`src/hdl/byte_run_length_encoder_assert.svh`:
```
// Assertion macros for the byte run-length encoder.
`ifndef BYTE_RUN_LENGTH_ENCODER_ASSERT_SVH
`define BYTE_RUN_LENGTH_ENCODER_ASSERT_SVH

// Same-cycle implication, checked outside reset
`define BRLE_ASSERT_NOW(label, clk, rst, ante, cons) \
  label: assert property (@(posedge clk) disable iff (rst) (ante) |-> (cons)) \
    else $error("brle assertion failed");

// Next-cycle implication, checked outside reset
`define BRLE_ASSERT_NEXT(label, clk, rst, ante, cons) \
  label: assert property (@(posedge clk) disable iff (rst) (ante) |=> (cons)) \
    else $error("brle assertion failed");

`endif

```
`src/hdl/brle_pkg.sv`:
```
// Shared types and constants of the byte run-length encoder.
package brle_pkg;

  localparam int BYTE_W    = 8;
  localparam int LEN_W     = 16;
  localparam int MAX_RUN   = 255;
  localparam int Q_DEPTH   = 4;
  localparam int Q_PTR_W   = 2;
  localparam int Q_CNT_W   = 3;

  typedef logic [BYTE_W-1:0] byte_t;
  typedef logic [LEN_W-1:0]  len_t;

  typedef struct packed {
    byte_t run_count;
    byte_t run_value;
    logic  last_pair;
    logic  too_large;
  } pair_t;

endpackage

```
`src/hdl/brle_byte_if.sv`:
```
// Input byte channel.
interface brle_byte_if;
  import brle_pkg::*;

  logic  valid;
  logic  ready;
  byte_t byte_value;

  modport source (output valid, output byte_value, input ready);
  modport sink (input valid, input byte_value, output ready);
endinterface

```
`src/hdl/brle_pair_if.sv`:
```
// Output pair channel.
interface brle_pair_if;
  import brle_pkg::*;

  logic  valid;
  logic  ready;
  byte_t run_count;
  byte_t run_value;
  logic  last_pair;
  logic  too_large;

  modport source (output valid, output run_count, output run_value,
                  output last_pair, output too_large, input ready);
  modport sink (input valid, input run_count, input run_value,
                input last_pair, input too_large, output ready);
endinterface

```
`src/hdl/brle_cfg_if.sv`:
```
// Configuration write channel carrying the block length.
interface brle_cfg_if;
  import brle_pkg::*;

  logic valid;
  logic ready;
  len_t block_length;

  modport source (output valid, output block_length, input ready);
  modport sink (input valid, input block_length, output ready);
endinterface

```
`src/hdl/byte_run_length_encoder.sv`:
```
// Byte run-length encoder: count/value pairs with early stop on poor ratio.
// Each pair is registered into the output queue when its byte is accepted and is driven from the queue head.
// Throughput: one byte per cycle while input ready is set; a byte that closes two pairs pushes both into the queue.
// Input ready is set while the four-word output queue holds two pairs or fewer.
// Reset: block length returns to 1, run state and output queue are cleared.
// Configuration words are taken every cycle.
module byte_run_length_encoder (
  input  logic              clk,
  input  logic              rst,
  brle_cfg_if.sink          cfg,
  brle_byte_if.sink         bytes,
  brle_pair_if.source       pairs
);
  import brle_pkg::*;

  // Block state
  len_t  block_length;
  byte_t cur_value;
  byte_t cur_count;
  len_t  pairs_emitted;
  len_t  item_index;
  logic  stopped;

  byte_t cur_value_next;
  byte_t cur_count_next;
  len_t  pairs_emitted_next;
  len_t  item_index_next;
  logic  stopped_next;

  // Output queue
  pair_t                queue [Q_DEPTH];
  logic [Q_PTR_W-1:0]   wr_ptr;
  logic [Q_PTR_W-1:0]   rd_ptr;
  logic [Q_CNT_W-1:0]   count;

  logic                 accept;
  logic                 pop;
  len_t                 eff_len;
  logic                 last;
  logic                 over;
  logic                 emit_mid;
  logic                 emit_final;
  pair_t                mid_pair;
  pair_t                final_pair;
  pair_t                res0;
  logic [1:0]           push_n;

  assign cfg.ready   = 1'b1;
  assign bytes.ready = (count <= Q_CNT_W'(Q_DEPTH - 2));
  assign accept      = bytes.valid & bytes.ready;
  assign pop         = pairs.valid & pairs.ready;

  // Encode one byte against the open run
  always_comb begin
    eff_len = (block_length == '0) ? len_t'(1) : block_length;
    last    = ({1'b0, item_index} + 17'd1) >= {1'b0, eff_len};
    over    = {pairs_emitted, 3'b000} > {3'b000, eff_len};

    cur_value_next     = cur_value;
    cur_count_next     = cur_count;
    pairs_emitted_next = pairs_emitted;
    stopped_next       = stopped;
    emit_mid           = 1'b0;
    emit_final         = 1'b0;

    mid_pair.run_count = cur_count;
    mid_pair.run_value = cur_value;
    mid_pair.last_pair = 1'b0;
    mid_pair.too_large = 1'b0;

    if (item_index == '0) begin
      cur_value_next = bytes.byte_value;
      cur_count_next = byte_t'(1);
    end else if (!stopped) begin
      if (over) begin
        // Ratio already too poor: close the block with the open run
        emit_mid           = 1'b1;
        mid_pair.last_pair = 1'b1;
        mid_pair.too_large = {({1'b0, pairs_emitted} + 17'd1), 3'b000} >
                             {4'b0000, eff_len};
        stopped_next       = 1'b1;
      end else if (bytes.byte_value == cur_value && cur_count < byte_t'(MAX_RUN)) begin
        cur_count_next = cur_count + byte_t'(1);
      end else begin
        emit_mid           = 1'b1;
        pairs_emitted_next = pairs_emitted + len_t'(1);
        cur_value_next     = bytes.byte_value;
        cur_count_next     = byte_t'(1);
      end
    end

    final_pair.run_count = cur_count_next;
    final_pair.run_value = cur_value_next;
    final_pair.last_pair = 1'b1;
    final_pair.too_large = {({1'b0, pairs_emitted_next} + 17'd1), 3'b000} >
                           {4'b0000, eff_len};

    item_index_next = item_index + len_t'(1);
    if (last) begin
      emit_final         = ~stopped_next;
      cur_value_next     = '0;
      cur_count_next     = '0;
      pairs_emitted_next = '0;
      item_index_next    = '0;
      stopped_next       = 1'b0;
    end

    res0   = emit_mid ? mid_pair : final_pair;
    push_n = {1'b0, emit_mid} + {1'b0, emit_final};
    if (!accept) begin
      push_n = 2'd0;
    end
  end

  // Advance block state and block length
  always_ff @(posedge clk) begin
    if (rst) begin
      block_length  <= len_t'(1);
      cur_value     <= '0;
      cur_count     <= '0;
      pairs_emitted <= '0;
      item_index    <= '0;
      stopped       <= 1'b0;
    end else begin
      if (cfg.valid && cfg.ready) begin
        block_length <= cfg.block_length;
      end
      if (accept) begin
        cur_value     <= cur_value_next;
        cur_count     <= cur_count_next;
        pairs_emitted <= pairs_emitted_next;
        item_index    <= item_index_next;
        stopped       <= stopped_next;
      end
    end
  end

  // Queue pointers and fill count
  always_ff @(posedge clk) begin
    if (rst) begin
      wr_ptr <= '0;
      rd_ptr <= '0;
      count  <= '0;
    end else begin
      wr_ptr <= wr_ptr + Q_PTR_W'(push_n);
      if (pop) begin
        rd_ptr <= rd_ptr + Q_PTR_W'(1);
      end
      count <= count + Q_CNT_W'(push_n) - Q_CNT_W'(pop);
    end
  end

  // Write up to two pairs into the queue
  always_ff @(posedge clk) begin
    if (push_n != 2'd0) begin
      queue[wr_ptr] <= res0;
    end
    if (push_n == 2'd2) begin
      queue[wr_ptr + Q_PTR_W'(1)] <= final_pair;
    end
  end

  // Drive the head of the queue
  assign pairs.valid     = (count != '0);
  assign pairs.run_count = queue[rd_ptr].run_count;
  assign pairs.run_value = queue[rd_ptr].run_value;
  assign pairs.last_pair = queue[rd_ptr].last_pair;
  assign pairs.too_large = queue[rd_ptr].too_large;

`include "byte_run_length_encoder_assert.svh"

  `BRLE_ASSERT_NOW(a_queue_bound, clk, rst, 1'b1, count <= Q_CNT_W'(Q_DEPTH))
  `BRLE_ASSERT_NOW(a_run_nonzero, clk, rst, pairs.valid, pairs.run_count != '0)
  `BRLE_ASSERT_NEXT(a_block_wraps, clk, rst, accept && last, item_index == '0)
  `BRLE_ASSERT_NOW(a_stop_midblock, clk, rst, stopped, item_index != '0)

endmodule
```
`src/flat_wrapper.sv`:
```
// flat-port wrapper written by rule: the top's interface ports become plain ports
module byte_run_length_encoder_flat import brle_pkg::*;
  (clk, rst, cfg_valid, cfg_block_length, cfg_ready, bytes_valid, bytes_byte_value, bytes_ready, pairs_valid, pairs_run_count, pairs_run_value, pairs_last_pair, pairs_too_large, pairs_ready);
  brle_cfg_if cfg_i ();
  brle_byte_if bytes_i ();
  brle_pair_if pairs_i ();
  input  logic clk;
  input  logic rst;
  input wire logic [$bits(cfg_i.valid)-1:0] cfg_valid;
  input wire logic [$bits(cfg_i.block_length)-1:0] cfg_block_length;
  output wire logic [$bits(cfg_i.ready)-1:0] cfg_ready;
  input wire logic [$bits(bytes_i.valid)-1:0] bytes_valid;
  input wire logic [$bits(bytes_i.byte_value)-1:0] bytes_byte_value;
  output wire logic [$bits(bytes_i.ready)-1:0] bytes_ready;
  output wire logic [$bits(pairs_i.valid)-1:0] pairs_valid;
  output wire logic [$bits(pairs_i.run_count)-1:0] pairs_run_count;
  output wire logic [$bits(pairs_i.run_value)-1:0] pairs_run_value;
  output wire logic [$bits(pairs_i.last_pair)-1:0] pairs_last_pair;
  output wire logic [$bits(pairs_i.too_large)-1:0] pairs_too_large;
  input wire logic [$bits(pairs_i.ready)-1:0] pairs_ready;
  assign cfg_i.valid = cfg_valid;
  assign cfg_i.block_length = cfg_block_length;
  assign cfg_ready = cfg_i.ready;
  assign bytes_i.valid = bytes_valid;
  assign bytes_i.byte_value = bytes_byte_value;
  assign bytes_ready = bytes_i.ready;
  assign pairs_valid = pairs_i.valid;
  assign pairs_run_count = pairs_i.run_count;
  assign pairs_run_value = pairs_i.run_value;
  assign pairs_last_pair = pairs_i.last_pair;
  assign pairs_too_large = pairs_i.too_large;
  assign pairs_i.ready = pairs_ready;
  byte_run_length_encoder u_core (.clk(clk), .rst(rst), .cfg(cfg_i), .bytes(bytes_i), .pairs(pairs_i));
endmodule
```
`config.mk`:
```
export PLATFORM = sky130hd
export DESIGN_NAME = byte_run_length_encoder_flat
export DESIGN_NICKNAME = d
export VERILOG_FILES = /design/src/hdl/brle_pkg.sv /design/src/hdl/brle_byte_if.sv /design/src/hdl/brle_pair_if.sv /design/src/hdl/brle_cfg_if.sv /design/src/hdl/byte_run_length_encoder.sv /design/src/flat_wrapper.sv
export VERILOG_INCLUDE_DIRS = /design/src /design/src/hdl
export SDC_FILE = /design/constraint.sdc
export NUM_CORES = 1
export LEC_CHECK = 0
export BUFFER_PORTS_ARGS = -buffer_cell sky130_fd_sc_hd__buf_2
export CORE_ASPECT_RATIO = 0.7
export CORE_MARGIN = 2
export CORE_UTILIZATION = 50
export DETAILED_ROUTE_END_ITERATION = 6
export PLACE_DENSITY = 0.78
export SETUP_SLACK_MARGIN = 0.1
export SYNTH_ARGS = -nofsm -noshare
export SYNTH_HDL_FRONTEND = slang
export SYNTH_SLANG_ARGS = --single-unit
```
`constraint.sdc`:
```
create_clock -name clk -period 15.1 [get_ports clk]
set_input_delay 0.755 -clock clk [delete_from_list [all_inputs] [get_ports clk]]
set_output_delay 0.755 -clock clk [all_outputs]
set_load 0.005 [all_outputs]
```
# Word level (Yosys, flattened, before mapping)
# Memory sizes are Yosys's and may differ from the RTL's. A register that Yosys moved wholly into a read port is not among the register bits.
# Index checks and enable logic that the tools add are counted.
[classes] n_addsub=12 magnitude_cmp=6 eq_ne=2 muxes=37 n_bitwise=3 n_reduce_logical=5
[op_table] operator="2-to-1 mux 16 bit" n=7
[op_table] operator="2-to-1 mux 8 bit" n=10
[op_table] operator="adder 16 x 1 -> 17 bit (second input constant)" n=3
[op_table] operator="> comparator 20 x 16 -> 1 bit" n=2
[op_table] operator="adder 16 x 1 -> 16 bit (second input constant)" n=2
[op_table] operator="logical NOT 16 bit" n=2
[op_table] operator="> comparator 19 x 16 -> 1 bit" n=1
[op_table] operator="2-to-1 mux 18 bit" n=1
[op_table] operator=">= comparator 17 x 16 -> 1 bit" n=1
[op_table] operator="2-to-1 mux 1 bit" n=13
[op_table] operator="2-to-1 mux 2 bit" n=6
[op_table] operator="adder 8 x 1 -> 8 bit (second input constant)" n=1
[op_table] operator="equality test 8 bit" n=1
[op_table] operator="less-than comparator 8 bit (second input constant)" n=1
[op_table] operator="adder 2 x 1 -> 2 bit (second input constant)" n=2
[op_table] operator="adder 3 x 2 -> 3 bit" n=1
[op_table] operator="<= comparator 3 x 2 -> 1 bit (second input constant)" n=1
[op_table] operator="nonzero test 3 bit" n=1
[op_table] operator="subtractor 3 x 1 -> 3 bit" n=1
[op_table] operator="adder 1 x 1 -> 2 bit" n=1
[op_table] operator="adder 2 bit" n=1
[op_table] operator="AND 1 bit" n=2
[op_table] operator="equality test 2 bit (second input constant)" n=1
[op_table] operator="nonzero test 2 bit" n=1
[op_table] operator="2 further kinds" n=2
[totals] reg_bits=72 ram_bits=72 input_bits=29 out_inout_bits=21 elab_cells=75 memories=1
[mem_list] memory="u_core.queue" words=4 width=18 rd=1 rd_clocked_by_memory_dff=1 write_ports=2 line="byte_run_length_encoder.sv:31" text="pair_t queue [Q_DEPTH];"

# Longest topological paths before layout
[logic_depth] word_depth=13 mapped_depth=29 depth_no_buf=27

# Least setup slack after synthesis
# No wires, ideal clock.
[synth_timing] path_type="flip-flop to flip-flop" start="register u_core.pairs_emitted[0]" end="memory u_core.queue[2][0] (netlist name) (data pin)" setup_ns=0.272 t_arrival_ns=5.412 t_required_ns=14.828 slack_ns=9.416 path_stages_with_launch=27 path_buffers=1 synth_period_minus_slack_ns=5.684 cell_sequence="dfxtp_1 inv_1 ha_1 or4_1 nor3_2 a2bb2oi_2 nor2_2 clkbuf_1 xnor2_1 ha_1 nand2_1 inv_1 mux2i_1 or3_1 o22ai_1 xor2_1 ha_1 nand4_1 nor2_1 a221oi_1 o21ai_0 a221o_1 a211oi_1 o311a_1 and4b_1 or2_1 o22ai_1"
[synth_rtl] element="start, declared" line="byte_run_length_encoder.sv:20" text="len_t pairs_emitted;"
[synth_rtl] element="start signal, assigned" line="byte_run_length_encoder.sv:131" text="pairs_emitted <= pairs_emitted_next;"
[synth_rtl] element="end, declared" line="byte_run_length_encoder.sv:31"

==> flow_metrics.env <==
export IMPL_status="complete, no violations"
export IMPL_syn_avg_cell_area_sq_um=9.67
export IMPL_yosysTopAreaCellShare=0.222
export IMPL_grt_antenna_before_repair=0
export IMPL_fmax_mhz=149
export IMPL_synth_edff_count=68
export IMPL_synth_fp_nets=1048
export IMPL_hold_buffers=0
export IMPL_power_density_mw_per_mm2=115
export IMPL_drive_gt1_frac=0.125
export IMPL_die_h_um=118
export IMPL_numClockSinks=146
export IMPL_hpwlAfterDp_um=17400
export IMPL_period_share=0.444
export IMPL_slew_violations=0
export IMPL_grt_max_degree=71
export IMPL_ys_seq_elements=146
export IMPL_drc=0
export IMPL_vias_per_cell=6.40
export IMPL_cp_max_fo=19
export IMPL_grt_ovfl_total=0
export IMPL_initial_core_util=0.510
export IMPL_synth_warnings=0
export IMPL_vdd_ir_drop_max_mv=0.0871
export IMPL_critPathMaxStageDelay_ps=850
export IMPL_worstPathCellList="and3_1 > nand3_1 > nor3_1 > nand3_1 > nor2_1 > xor2_1 > ha_1 > nand4_1 > a211o_1 > a21oi_1 > nor2_2 > nor3_1 > ha_1 > o21ai_0 > nand2b_1 > nand2_1 > a21o_1 > a22o_1"
export IMPL_hp_class="reg -> reg"
export IMPL_clk_latency_ps=430
export IMPL_yosys_top_cells_area="edfxtp_1, dfxtp_1, ha_1, a22o_1, mux4_2"
export IMPL_grt_use_total=0.256
export IMPL_core_region_area_sq_mm=0.0181
export IMPL_maxCapViolCount=0
export IMPL_yosys_top_cells_count="nand2_1, dfxtp_1, nor2_1"
export IMPL_die_x_um=166
export IMPL_n_antenna_cell=0
export IMPL_grt_pass1_wl_um=39900
export IMPL_ctsResizeCount=0
export IMPL_end_kind="register"
export IMPL_clk_pin_slew_worst_paths_ps=60
export IMPL_arrival_ps=6880
export IMPL_dr_total_vias=7866
export IMPL_setup_viol=0
export IMPL_period_minus_slack_ps=6710
export IMPL_worstSetupPathType="reg -> reg"
export IMPL_grt_pass1_vias=7310
export IMPL_ys_types=73
export IMPL_tns_ps=0
export IMPL_root_buffer="clkbuf_16"
export IMPL_drt_wl_total_um=24900
export IMPL_numCtsBuffers=17
export IMPL_leakage_nw=4.00
export IMPL_worst_clock_skew_ps=12.2
export IMPL_dieArea_sq_mm=0.0195
export IMPL_io_pins=50
export IMPL_worst_pin_slew_ps=1110
export IMPL_yosysTopAreaCell="edfxtp_1"
export IMPL_ys_async_sr_fraction=0
export IMPL_cts_setup_buffers=0
export IMPL_slew_headroom=0.262
export IMPL_worst_path_max_delay_cell="a21oi_1"
export IMPL_syn_area_sq_mm=0.00922
export IMPL_synthCells=953
export IMPL_first_iter_violations=1050
export IMPL_detail_route_antenna_nets=0
export IMPL_cts_tree="built"
export IMPL_place_congestion=0.948
export IMPL_cts_htree_levels=4
export IMPL_start_kind="register"
export IMPL_hold_violations=0
export IMPL_rows=41
export IMPL_power_mw=1.17
export IMPL_yosysSeqAreaShare=0.391
export IMPL_crit_required_ps=15270
export IMPL_synth_ff_type="dfxtp_1"
export IMPL_io_buffers=48
export IMPL_rsz0062_at_grt="false"
export IMPL_yosysMostFrequentCell="nand2_1"
export IMPL_wl_per_cell_um=20.2
export IMPL_area_growth_synth_to_final_pct=10.4
export IMPL_detail_route_first_pass_iterations=6
export IMPL_nNetsFinal=1076
export IMPL_clk_path_buf_depth=2
==> per-layer routing <==
metal  vias to the layer above  part of all wire  GRT usage
li1                       3653                 -          -
met3                        36              0.12     0.0884
met5                         -                 0          0
met2                       477              0.42      0.365
met4                         0             0.012     0.0647
met1                      3700              0.44      0.371
==> cell usage in the layout, fill, tap and decap left out, drive strengths merged, types with 9 or more instances in the layout <==
cell,instances
clkbuf,20
o22ai,13
nand3,36
a22o,57
o21ai,43
dfxtp,78
nor2,78
mux2i,20
and3,14
inv,40
nand2,82
ha,65
o31ai,9
xnor2,37
buf,55
nand4,14
a21oi,56
nor3,18
mux4,18
a21o,18
and2,9
xor2,23
or4,12
edfxtp,68
==> through the flow <==
stage / utilization / hold slack [ps] / setup WS, ps / std cells / instance area (sq um)
4_1_cts: 0.563 / 464 / 8550 / 1230 / 10200
3_3_place_gp: 0.533 / 447 / 8710 / 1198 / 9620
6_report: 0.563 / 464 / 8390 / 1230 / 10200
3_5_place_dp: 0.533 / 451 / 8690 / 1198 / 9620
5_1_grt: 0.563 / 493 / 8010 / 1230 / 10200
2_1_floorplan: - / 431 / 9420 / 953 / 9220
==> state kept, by name, indices dropped and copies added (netlist names), named ones only <==
signal and count:
u_core.count 3, u_core.wr_ptr 2, u_core.cur_value 8, u_core.pairs_emitted 16, u_core.queue 72, u_core.cur_count 8, u_core.block_length 16, u_core.stopped 1
u_core.rd_ptr 2, u_core.item_index 16
==> cell families (layout without fill, tap and decap cells) <==
group / count (synthesis) / in the layout / share of synthesized area
multiplexers: 41 / 41 / 0.0694
AND/OR/NAND/NOR: 312 / 312 / 0.170
adder cells (fa/ha/maj): 66 / 66 / 0.0904
buffers and inverters: 82 / 123 / 0.0344
other: 1 / 1 / 0.000407
AO/OA/AOI/OAI: 245 / 245 / 0.188
XOR/XNOR: 60 / 60 / 0.0570
flip-flops: 146 / 146 / 0.391
==> area by class of cell <==
class / instances / area (sq um)
clock buffer: 20 / 443
clock inverter: 12 / 106
timing repair buffer: 55 / 293
tap: 236 / 295
multi-input combinational: 725 / 5300
fill: 1570 / 7880
sequential: 146 / 3600
inverter: 36 / 135
==> worst max-delay path, delay by kind of cell, from the launching register on <==
family | cells | cell delay (ps)
flip-flops | 1 | 450
XOR/XNOR | 1 | 280
AO/OA/AOI/OAI | 5 | 2400
adder cells (fa/ha/maj) | 2 | 530
AND/OR/NAND/NOR | 10 | 2780
==> worst paths after layout <==
check                                     startpoint                 end  slack [ps]  cells past startpoint
worst max-delay path            u_core.item_index[2]  u_core.queue[0][9]        8390                     18
worst min-delay path              u_core.queue[0][1]  u_core.queue[0][1]         460                      1
worst max register to register  u_core.item_index[2]  u_core.queue[0][9]        8390                     18
worst min register to register    u_core.queue[0][1]  u_core.queue[0][1]         460                      1
==> where the power goes <==
part,switching (mW),internal [mW]
sequential,0.0251,0.446
clock,0.169,0.230
combinational,0.177,0.125
total,0.371,0.801
Note: power is estimated with default switching activity, not from simulation.
